## config.mk

```make
export PLATFORM = sky130hd
export DESIGN_NAME = erfinv_log_cell
export DESIGN_NICKNAME = d
export VERILOG_FILES = /design/src/rtl/inverse_error_function_approx_assert.svh /design/src/rtl/erfinv_pkg.sv /design/src/rtl/erfinv_log_cell.sv
export SDC_FILE = /design/constraint.sdc
export NUM_CORES = 2
export LEC_CHECK = 0
export BUFFER_PORTS_ARGS = -buffer_cell sky130_fd_sc_hd__buf_2
export CAP_MARGIN = 15
export CORE_MARGIN = 10
export CORE_UTILIZATION = 50
export DETAILED_ROUTE_END_ITERATION = 10
export PLACE_DENSITY = 0.7
export SKIP_LAST_GASP = 1
export SLEW_MARGIN = 20
export SYNTH_ARGS = -nofsm -noshare
export SYNTH_HDL_FRONTEND = slang
export SYNTH_SLANG_ARGS = --single-unit
```

## constraint.sdc

```tcl
create_clock -name clk -period 0.8 [get_ports clk]
set_clock_uncertainty 0.15 [all_clocks]
set_input_delay 0 -clock clk [delete_from_list [all_inputs] [get_ports clk]]
set_output_delay 0 -clock clk [all_outputs]
set_load 0.01 [all_outputs]
```

## src/rtl/inverse_error_function_approx_assert.svh

```systemverilog
// Assertion macros for the inverse error function pipeline.
// Used by inverse_error_function_approx; relies on clk and arst_n in scope.
`ifndef INVERSE_ERROR_FUNCTION_APPROX_ASSERT_SVH
`define INVERSE_ERROR_FUNCTION_APPROX_ASSERT_SVH

// antecedent implies consequent in the same cycle
`define ERFINV_ASSERT_IMP(lbl, a, c) \
	lbl: assert property (@(posedge clk) disable iff (!arst_n) (a) |-> (c)) \
		else $error("erfinv assertion failed");

// signal never high outside reset
`define ERFINV_ASSERT_NEVER(lbl, a) \
	lbl: assert property (@(posedge clk) disable iff (!arst_n) !(a)) \
		else $error("erfinv assertion failed");

`endif

```

## src/rtl/erfinv_pkg.sv

```systemverilog
// Shared constants and types for the inverse error function pipeline.
// No dependencies.
package erfinv_pkg;
	localparam int IN_FRAC_BITS  = 15;
	localparam int OUT_FRAC_BITS = 12;
	localparam int LOG_STEPS     = 32;
	localparam int SQ_STEPS      = 32;
	// register count from accepted transaction to done
	localparam int LATENCY       = 3 + LOG_STEPS + 5 + SQ_STEPS + 1 + SQ_STEPS + 1;

	localparam logic [31:0] LN2_Q32   = 32'd2977044472;
	localparam logic [26:0] C_Q24     = 27'd72657874;
	localparam logic [26:0] INV_A_Q24 = 27'd114130721;

	localparam logic signed [15:0] RES_MAX = 16'sh7FFF;
	localparam logic signed [15:0] RES_MIN = 16'sh8000;

	typedef struct packed {
		logic        valid;
		logic        neg;
		logic        dom;
		logic        kneg;
		logic [4:0]  n;
		logic [27:0] kmag;
	} side_t;
endpackage

```

## src/rtl/erfinv_log_cell.sv

```systemverilog
// One squaring step of the log2 fraction extraction.
// Depends on erfinv_pkg.
module erfinv_log_cell import erfinv_pkg::*; (
	input  logic        clk,
	input  logic        arst_n,
	input  logic [31:0] m_in,
	input  logic [31:0] frac_in,
	input  side_t       side_in,
	output logic [31:0] m_q,
	output logic [31:0] frac_q,
	output side_t       side_q
);
	logic [63:0] sq;
	logic [32:0] sh;

	assign sq = 64'(m_in) * 64'(m_in);
	assign sh = sq[63:31];

	always_ff @(posedge clk or negedge arst_n) begin
		if (!arst_n) begin
			side_q <= '0;
		end else begin
			side_q <= side_in;
		end
	end

	always_ff @(posedge clk) begin
		m_q    <= sh[32] ? sh[32:1] : sh[31:0];
		frac_q <= {frac_in[30:0], sh[32]};
	end
endmodule

```

==> flow_summary.json <==
{
  "run_status": "finished, violations left",
  "violations": "hold timing, setup timing",
  "cts_tree": "done",
  "ys_warn_count": 0,
  "post-dp-hpwl_um": 75110,
  "min_period_over_period_pct": 907.2,
  "clk_pin_slew_ns": 0.07,
  "drtIter0Drc": 1184,
  "required_ns": 0.89,
  "num_rows": 92,
  "wl_per_cell_um": 17.97,
  "drc": 0,
  "synth_edf_count": 0,
  "drive_gt1_share_pct": 26.57,
  "die_h_um": 271.3,
  "crit_path_max_incr_delay_ns": 0.57,
  "cp.arrival_ns": 7.35,
  "fillers": 4978,
  "ctsHoldBuffers": 69,
  "gp_congestion": 0.9221,
  "slew_headroom_pct": 70.80,
  "die_width_um": 271.3,
  "synthDistinctLibCells": 63,
  "hold_viol_final": 8,
  "initial_core_util_pct": 50.26,
  "antenna_found_initial": 2,
  "synth.most_common_cell": "inv_1",
  "max_freq_mhz": 137.8,
  "ys_top_cells_by_count": "980 x inv_1, 791 x fa_1, 300 x ha_1",
  "multi_input_area_um2": 25980,
  "slew_viol_final": 0,
  "yosysTopAreaCellShare_pct": 50.13,
  "cts-root-buf": "clkbuf_16",
  "grt_pass1_vias": 28160,
  "cts.sinks": 101,
  "syn_inst": 3264,
  "worst_slack_ns": -6.458,
  "routed_via_density": 4.926,
  "fin_nets": 5269,
  "rsz0062_at_grt": "yes",
  "numCtsBuffers": 9,
  "synthFlopType": "dfxtp_1",
  "grt_use_total_pct": 24.85,
  "syn_area_um2": 31590,
  "async_reset_ff_share_pct": 36.63,
  "grt_pass1_wl_um": 145100,
  "setup_viol": 134,
  "avgSynthCellArea_um2": 9.678,
  "area_growth_pct": 29.20,
  "regArea_um2": 2251,
  "ant_nets": 0,
  "finalWirelength_um": 88530,
  "slowest_stage": "fa_1",
  "synth_area_leaders": "fa_1 50%, ha_1 12%, inv_1 12%, and2_1 4.6%, dfxtp_1 4.1%",
  "crit_top_cell": "fa_1",
  "dieArea_um2": 73630,
  "fin_crit_ns": 7.258,
  "whs_ns": -0.1114,
  "vias": 24270,
  "core-area_um2": 62850,
  "boundaryPins": 204,
  "cap_viol_max_count": 0,
  "synth_area_leader_cell": "fa_1",
  "synth_nets": 4458,
  "htreeDepth": 3,
  "cp-start-kind": "input port",
  "grt_max_degree": 23,
  "grt_overflow_total": 0,
  "crit_path_max_fanout": 8,
  "path_class": "in -> reg",
  "cts_buffer_depth": 2,
  "first_pass_iters": 5,
  "portBuffers": 202,
  "hold_path.class": "in -> async",
  "ys_ff_latch": 101,
  "cp-end-kind": "flip-flop",
  "worst_pin_slew_ns": 0.4334,
  "synth-seq-area-share_pct": 6.987
}
-- path summary, 6_finish.rpt --
path / from / endpoint / slack (ns)
worst max-delay path: m_in[11] / m_q[8]$_DFF_P_ / -6.46
worst min-delay path: arst_n / side_q[10]$_DFF_PN0_ / -0.11
max in group asynchronous: arst_n / side_q[12]$_DFF_PN0_ / 0.22
min in group clk: frac_in[10] / frac_q[11]$_DFF_P_ / 0.12
-- what timing repair did --
action,CTS,global route
cloned,4,0
resized for setup,204,128
setup buffers,25,10
hold endpoints to repair,105,8
pin swaps,46,66
setup endpoints to repair,134,134
-- worst max-delay path, delay by kind of cell --
family | cells | cell delay [ns]
fa+ha+maj | 9 | 4.43
mux | 1 | 0.31
buf+inv | 11 | 1.11
xor+xnor | 1 | 0.19
simple gates | 2 | 0.20
compound gates | 6 | 1.08
-- sequential cells by signal, indices dropped and copies added (netlist names) --
name    cells
frac_q     32
m_q        32
side_q     37
-- cell usage in the layout, fill, tap and decap left out, types with 9 or more instances in the layout --
cell,instances
dfxtp_2,35
ha_4,16
clkbuf_16,9
nand4_1,11
mux2_4,21
nand3_1,14
a31o_2,14
xnor2_1,38
dfrtp_1,37
and2_1,215
fa_1,768
a31oi_1,11
fa_2,23
o21ai_0,17
buf_4,594
a21oi_1,49
dfxtp_1,29
nor2b_1,9
inv_2,16
and2_4,14
nand2_1,278
buf_2,125
a21oi_2,11
buf_6,87
a21o_1,31
dlygate4sd3_1,69
xor2_1,38
o21bai_1,13
ha_1,283
nor2_1,53
inv_1,963
buf_12,29
-- per-stage QoR --
| step | setup WS [ns] | utilization [%] | std cells | cell area (µm²) | setup TNS (ns) |
|---|---|---|---|---|---|
| 2_1_floorplan | -6.250 | - | 3264 | 32120 | -203.44 |
| 3_3_place_gp | -6.901 | 60.84 | 4805 | 38240 | -226.22 |
| 3_5_place_dp | -7.001 | 60.84 | 4805 | 38240 | -229.44 |
| 4_1_cts | -6.463 | 64.15 | 4919 | 40320 | -228.04 |
| 5_1_grt | -6.646 | 64.93 | 4927 | 40810 | -237.67 |
| 6_report | -6.458 | 64.93 | 4927 | 40810 | -228.77 |
-- routing by layer --
| layer | vias to the layer above | wire, µm | global-route usage [%] |
|---|---|---|---|
| met4 | 2 | 3443 | 8.070 |
| met5 | - | 16 | 0 |
| met3 | 192 | 3401 | 2.778 |
| li1 | 11080 | - | - |
| met1 | 12460 | 33040 | 28.52 |
| met2 | 538 | 48630 | 47.28 |
-- area by class of cell --
type                    count  share of cell area (%)
diodes                      1                0.006132
clock buffers               9                  0.5518
clock inverters             7                  0.1778
inverters                 981                   9.032
multi-input cells        2066                   63.67
flip-flops and latches    101                   5.515
well taps                 846                   2.594
repair buffers            916                   18.45
-- cells by family (layout without fill, tap and decap cells) --
group           after synthesis  after routing  synth area share (%)
fa+ha+maj                  1091           1091                 62.01
flops                       101            101                 6.987
buf+inv                    1097           1913                 13.10
mux                          31             31                 1.117
other cells                   0              1                     0
xor+xnor                     79             79                 2.190
simple gates                657            657                 10.19
compound gates              208            208                 4.405
Power is not shown: default switching activity piles up to over one toggle a cycle in this logic, so the estimate is an artifact.
