$ cat config.mk
export PLATFORM = sky130hd
export DESIGN_NAME = erfinv_sqrt_cell
export DESIGN_NICKNAME = d
export VERILOG_FILES = /design/src/rtl/inverse_error_function_approx_assert.svh /design/src/rtl/erfinv_pkg.sv /design/src/rtl/erfinv_sqrt_cell.sv
export SDC_FILE = /design/constraint.sdc
export NUM_CORES = 1
export LEC_CHECK = 0
export ABC_AREA = 1
export BUFFER_PORTS_ARGS = -buffer_cell sky130_fd_sc_hd__buf_2
export CAP_MARGIN = 20
export CORE_MARGIN = 2
export CORE_UTILIZATION = 35
export CTS_CLUSTER_SIZE = 10
export DETAILED_ROUTE_END_ITERATION = 8
export SLEW_MARGIN = 0
export SYNTH_ARGS = -nofsm -noshare
export SYNTH_HDL_FRONTEND = slang
export SYNTH_SLANG_ARGS = --single-unit
$ cat constraint.sdc
create_clock -name clk -period 0.8 [get_ports clk]
set_input_delay 0.08 -clock clk [delete_from_list [all_inputs] [get_ports clk]]
set_output_delay 0.08 -clock clk [all_outputs]
set_load 0.01 [all_outputs]
$ cat src/rtl/inverse_error_function_approx_assert.svh
// Assertion macros for the inverse error function pipeline.
// Used by inverse_error_function_approx; relies on clk and arst_n in scope.
`ifndef INVERSE_ERROR_FUNCTION_APPROX_ASSERT_SVH
`define INVERSE_ERROR_FUNCTION_APPROX_ASSERT_SVH

// antecedent implies consequent in the same cycle
`define ERFINV_ASSERT_IMP(lbl, a, c) \
	lbl: assert property (@(posedge clk) disable iff (!arst_n) (a) |-> (c)) \
		else $error("erfinv assertion failed");

// signal never high outside reset
`define ERFINV_ASSERT_NEVER(lbl, a) \
	lbl: assert property (@(posedge clk) disable iff (!arst_n) !(a)) \
		else $error("erfinv assertion failed");

`endif

$ cat src/rtl/erfinv_pkg.sv
// Shared constants and types for the inverse error function pipeline.
// No dependencies.
package erfinv_pkg;
	localparam int IN_FRAC_BITS  = 15;
	localparam int OUT_FRAC_BITS = 12;
	localparam int LOG_STEPS     = 32;
	localparam int SQ_STEPS      = 32;
	// register count from accepted transaction to done
	localparam int LATENCY       = 3 + LOG_STEPS + 5 + SQ_STEPS + 1 + SQ_STEPS + 1;

	localparam logic [31:0] LN2_Q32   = 32'd2977044472;
	localparam logic [26:0] C_Q24     = 27'd72657874;
	localparam logic [26:0] INV_A_Q24 = 27'd114130721;

	localparam logic signed [15:0] RES_MAX = 16'sh7FFF;
	localparam logic signed [15:0] RES_MIN = 16'sh8000;

	typedef struct packed {
		logic        valid;
		logic        neg;
		logic        dom;
		logic        kneg;
		logic [4:0]  n;
		logic [27:0] kmag;
	} side_t;
endpackage

$ cat src/rtl/erfinv_sqrt_cell.sv
// One digit step of the restoring integer square root.
// Depends on erfinv_pkg.
module erfinv_sqrt_cell import erfinv_pkg::*; (
	input  logic        clk,
	input  logic        arst_n,
	input  logic [4:0]  step,
	input  logic [63:0] v_in,
	input  logic [63:0] res_in,
	input  side_t       side_in,
	output logic [63:0] v_q,
	output logic [63:0] res_q,
	output side_t       side_q
);
	logic [63:0] bitv;
	logic [63:0] trial;
	logic [6:0]  pos;

	assign pos   = 7'd62 - {1'b0, step, 1'b0};
	assign bitv  = 64'd1 << pos;
	assign trial = res_in + bitv;

	always_ff @(posedge clk or negedge arst_n) begin
		if (!arst_n) begin
			side_q <= '0;
		end else begin
			side_q <= side_in;
		end
	end

	always_ff @(posedge clk) begin
		if (v_in >= trial) begin
			v_q   <= v_in - trial;
			res_q <= (res_in >> 1) + bitv;
		end else begin
			v_q   <= v_in;
			res_q <= res_in >> 1;
		end
	end
endmodule

==> flow_metrics.tcl, run 1 <==
set metrics [dict create \
    status "complete, but fails checks" \
    violations "setup timing" \
    power_density_nw_per_um2 1109 \
    cts.path.max_buffers 2 \
    final_common_cell "buf_4" \
    synth_ff_type "dfxtp_1" \
    ys_types 51 \
    cp.required_ps 1180 \
    dieArea_um2 52190 \
    syn_to_final_growth_pct 90.02 \
    netlist_top_cells_area "nand2_1, dfxtp_1, inv_1, nor2_1, ha_1" \
    min_period_ps 3783 \
    clk_pin_slew_ps 70 \
    dp_hpwl_um 77360 \
    maxCapViolCount 0 \
    hp-class "in2reg" \
    vias_per_cell 5.020 \
    remaining_drc_errors 0 \
    setup_viol 293 \
    arrival_ps 4170 \
    p_leak_nw 16.32 \
    place.gp.congestion 1.019 \
    die_w_um 228.5 \
    io_buffers 336 \
    synth_seq_cells 165 \
    design_area_um2 33510 \
    core_um2 49970 \
    clock_power_share_pct 22.6 \
    grt_max_degree 38 \
    row_count 82 \
    final_core_util_pct 67.06 \
    synth_top_area_share_pct 19.50 \
    fin_cells 5278 \
    avgRoutedWirePerCell_um 18.48 \
    fin_nets 4891 \
    finalCritPeriodShare_pct 472.8 \
    rsz0062_at_grt "true" \
    cts-root-buf "clkbuf_16" \
    setup_slack_ps -2983 \
    drtIter0Drc 2329 \
    end_kind "flop" \
    grt_usage_pct 35.45 \
    cts_tree "yes" \
    netlist_instances 3060 \
    peakVddDrop_mv 1.264 \
    cts.sinks 165 \
    grt_pass1_wl_um 141200 \
    dr.pass1.iters 8 \
    synth-edff-count 0 \
    hold_viol_final 0 \
    report.final.slew_viol_count 0 \
    syn_area_um2 17630 \
    synth_nets 3359 \
    drt_wl_total_um 97540 \
    synth-seq-area-share_pct 19.78 \
    hold_slack_ps 31.66 \
    placed_area_um2 27560 \
    start_util_pct 35.29 \
    die_y_um 228.5 \
    seqPwrFrac_pct 26.4 \
    layout_common_cells "buf_4, nand2_1, inv_1" \
    cp-start-kind "primary input" \
    cpMostUsedCell "nor2_2" \
    io_pins 337 \
    n_fill_cell 4473 \
    cpPeakStageDelay_ps 320 \
    finalPower_mw 37.17 \
    synth_area_leader_cell "nand2_1" \
    dpl_worst_slack_ps -3865 \
    fin_tns_setup_ps -408850 \
    ys_warn_count 0 \
    numCtsBuffers 17 \
    grt_pass1_vias 25040 \
    overflow 0 \
    syn_avg_cell_area_um2 5.762 \
    p_sw_share_pct 38.22 \
    placed_cells 4977 \
    fmax_mhz 264.4 \
    dr_total_vias 26500 \
    max_slew_margin_pct 61.65 \
    slowest_stage "ha_1" \
    p_int_mw 22.97 \
    crit_type "in2reg" \
    htree_levels 4 \
    p_comb_share_pct 51.0 \
    netSwitchingPower_mw 14.21 \
    grt_antenna_before_repair 1 \
    drive_gt1_share_pct 43.91 \
    drtAntennaViolNets 0 \
    cp_max_fo 16 \
    synth-async-reset-ratio_pct 22.42 \
    worstMarginPinSlew_ps 569.3 \
]
## cells in the mapped netlist (2+ instances only)
master	count
inv_1	451
nand2_2	6
xnor2_1	67
nand2_1	916
a21boi_0	11
nor3_1	48
o21ai_0	241
nand4_1	32
a211oi_1	7
dfrtp_1	37
inv_4	2
and3_1	2
o21bai_1	23
o21ai_1	6
a21oi_2	4
xor2_1	33
a21oi_1	172
o21a_1	7
buf_2	9
nor4_1	14
nor3_2	4
nor2_2	5
nand3_1	156
buf_6	12
buf_4	5
inv_2	6
or2_0	2
clkbuf_1	4
a21o_1	16
a31oi_1	9
nor2_1	428
o22ai_1	5
or2_2	6
dfxtp_1	128
o311ai_0	3
ha_1	126
nand3b_1	43
## worst max-delay path: cells and delay by family
kind	cells	cell delay, ps
fa+ha+maj	2	590
compound gates	3	440
xor+xnor	1	160
simple gates	14	1570
buf+inv	11	1310
## repair_timing
item	CTS	global route
hold endpoints to repair	181	0
setup buffers	80	32
hold buffers	145	0
setup endpoints to repair	293	293
cloned	4	7
pin swaps	130	125
resized for setup	455	291
## power by group through the flow
stage | Clock (mW) | Combinational (mW) | Sequential, mW
5_1_grt | 8.93 | 20.2 | 9.86
2_1_floorplan | 0 | 6.22 | 10.5
6_report | 8.40 | 19.0 | 9.80
3_5_place_dp | 0 | 15.1 | 9.91
4_1_cts | 8.57 | 17.4 | 9.77
3_3_place_gp | 0 | 15.1 | 9.90
## path summary, 6_finish.rpt
check,from,endpoint,cells past startpoint
worst max-delay path,step[0],v_q[22],31
worst min-delay path,res_in[52],res_q[51],4
max in group asynchronous,arst_n,side_q[11],3
min in group asynchronous,arst_n,side_q[10],3
## kinds of logic after synthesis
kind of cell	Yosys count	synth area share, %
simple gates	1664	38.97
xor+xnor	100	4.967
flops	165	19.78
compound gates	513	16.00
buf+inv	491	11.23
fa+ha+maj	127	9.054
## area by class of cell
cell class | count | area [um^2] | area share (%)
Multi-Input combinational cell | 2404 | 15040 | 44.87
Tap cell | 672 | 840.8 | 2.509
Antenna cell | 1 | 2.502 | 0.007469
Clock inverter | 12 | 121.4 | 0.3622
Timing Repair Buffer | 1545 | 11780 | 35.15
Sequential cell | 165 | 3502 | 10.45
Inverter | 459 | 1769 | 5.280
Clock buffer | 20 | 456.7 | 1.363
## metal layers
layer	track usage (%)	vias to the layer above	routed length, um	share of wire (%)
met1	46.61	12170	41780	43
met4	14.22	2	4676	4.8
met5	0	-	11	0.011
li1	-	12920	-	-
met2	57.76	1167	43520	45
met3	5.826	237	7559	7.7
## registers in the layout, indices dropped and copies added (netlist names)
name / flops
res_q: 64
side_q: 37
v_q: 64
No activity file was read; power rests on OpenSTA's default activity.
==> run 2: changes to the inputs <==
--- a/config.mk
+++ b/config.mk
@@ -12,6 +12,7 @@
 export CORE_UTILIZATION = 35
 export CTS_CLUSTER_SIZE = 10
 export DETAILED_ROUTE_END_ITERATION = 8
+export SKIP_LAST_GASP = 1
 export SLEW_MARGIN = 0
 export SYNTH_ARGS = -nofsm -noshare
 export SYNTH_HDL_FRONTEND = slang
==> run 2 against run 1 <==
The run still ends with setup timing left. Sequential share of layout area decreased by 0.42 points. Utilization up 2.5 points. Power is 4.1% higher. Die area unchanged. Worst setup slack got worse by 14 ps. Routed wire length is 3.3% higher. Largest cell class unchanged. Largest power group unchanged.
==> flow_metrics.tcl, run 2 (same netlist as run 1, synthesis figures left out) <==
set metrics [dict create \
    cp-start-kind "primary input" \
    fin_tns_setup_ps -413120 \
    cpPeakStageDelay_ps 390 \
    overflow 0 \
    drtIter0Drc 2431 \
    min_period_ps 3797 \
    placed_cells 4977 \
    fin_cells 5300 \
    cp.required_ps 1200 \
    fin_nets 4911 \
    place.gp.congestion 1.019 \
    crit_type "in2reg" \
    numCtsBuffers 17 \
    hp-class "in2reg" \
    rsz0062_at_grt "true" \
    syn_to_final_growth_pct 97.13 \
    final_common_cell "buf_4" \
    drtAntennaViolNets 0 \
    drt_wl_total_um 100700 \
    arrival_ps 4190 \
    die_y_um 228.5 \
    dieArea_um2 52190 \
    hold_viol_final 0 \
    n_fill_cell 4259 \
    cp_max_fo 7 \
    dpl_worst_slack_ps -3865 \
    cts-root-buf "clkbuf_16" \
    vias_per_cell 5.079 \
    dr.pass1.iters 5 \
    clk_pin_slew_ps 70 \
    power_density_nw_per_um2 1113 \
    layout_common_cells "buf_4, nand2_1, inv_1" \
    cts.path.max_buffers 2 \
    p_leak_nw 16.78 \
    cts.sinks 165 \
    grt_usage_pct 35.45 \
    core_um2 49970 \
    report.final.slew_viol_count 0 \
    dr_total_vias 26920 \
    finalCritPeriodShare_pct 474.6 \
    grt_pass1_wl_um 141100 \
    start_util_pct 35.29 \
    setup_slack_ps -2997 \
    die_w_um 228.5 \
    cts_tree "yes" \
    crit_buf_inv 9 \
    grt_max_degree 38 \
    grt_pass1_vias 25030 \
    maxCapViolCount 0 \
    fmax_mhz 263.4 \
    crit_family "simple AND/OR/NAND/NOR gates" \
    design_area_um2 34760 \
    row_count 82 \
    grt_antenna_before_repair 0 \
    io_buffers 336 \
    cpMostUsedCell "nand2_2" \
    htree_levels 4 \
    end_kind "flop" \
    avgRoutedWirePerCell_um 19.01 \
    status "complete, but fails checks" \
    setup_viol 293 \
    worstMarginPinSlew_ps 530.1 \
    io_pins 337 \
    placed_area_um2 27560 \
    remaining_drc_errors 0 \
    peakVddDrop_mv 1.410 \
    max_slew_margin_pct 64.29 \
    violations "setup timing" \
    largest_registers "res_q: 64 flops, v_q: 64 flops, side_q: 37 flops" \
    dp_hpwl_um 77360 \
    slowest_stage "o21ai_0" \
    drive_gt1_share_pct 47.52 \
]
## run 2: what timing repair did
action / CTS / global route
pin swaps: 130 / 194
gates cloned: 4 / 15
hold endpoints to repair: 181 / 0
setup endpoints to repair: 293 / 293
gates resized for setup: 406 / 602
hold buffers: 145 / 0
buffers inserted: 80 / 47
## run 2: final timing paths
path,start,to,slack (ps),cells after the start
worst min-delay path,res_in[52],res_q[51],30,4
max in group asynchronous,arst_n,side_q[11],560,3
min in group asynchronous,arst_n,side_q[10],50,3
worst max-delay path,step[1],res_q[3],-3000,30
## run 2: per-stage QoR
stage	power, mW	hold WS (ps)	utilization, %
after global placement	24.96	48.95	55.15
after global routing	40.43	25.91	69.55
final	38.70	32.03	69.57
after detailed placement	24.99	49.46	55.15
after CTS	35.56	4.928	63.64
after floorplan	16.68	-215.6	-
## run 2: worst min-delay path, cell delays in order
cell and delay [ps]:
buf_2 130, buf_4 140, nand3b_1 100, nand2_1 50
## run 2: layout make-up
type | count | area, um^2 | area share, %
diodes | 3 | 7.507 | 0.02160
clock buffers | 20 | 456.7 | 1.314
clock inverters | 12 | 121.4 | 0.3491
inverters | 459 | 1783 | 5.129
multi-input cells | 2404 | 15940 | 45.86
flip-flops and latches | 165 | 3488 | 10.04
well taps | 672 | 840.8 | 2.419
repair buffers | 1565 | 12120 | 34.87
## run 2: where the power goes
group          switching (mW)  internal [mW]  leakage, nW  total (mW)
logic                    10.7           9.80         15.0        20.5
registers               0.371           9.39         1.51        9.76
clock network            3.98           4.47        0.269        8.46
## run 2: layer usage
metal / GRT usage, % / vias to the layer above / part of all wire, %
li1: - / 13000 / -
met1: 46.47 / 12390 / 42
met2: 57.69 / 1267 / 45
met3: 6.013 / 264 / 8.0
met4: 14.42 / 2 / 5.0
met5: 0 / - / 0.068
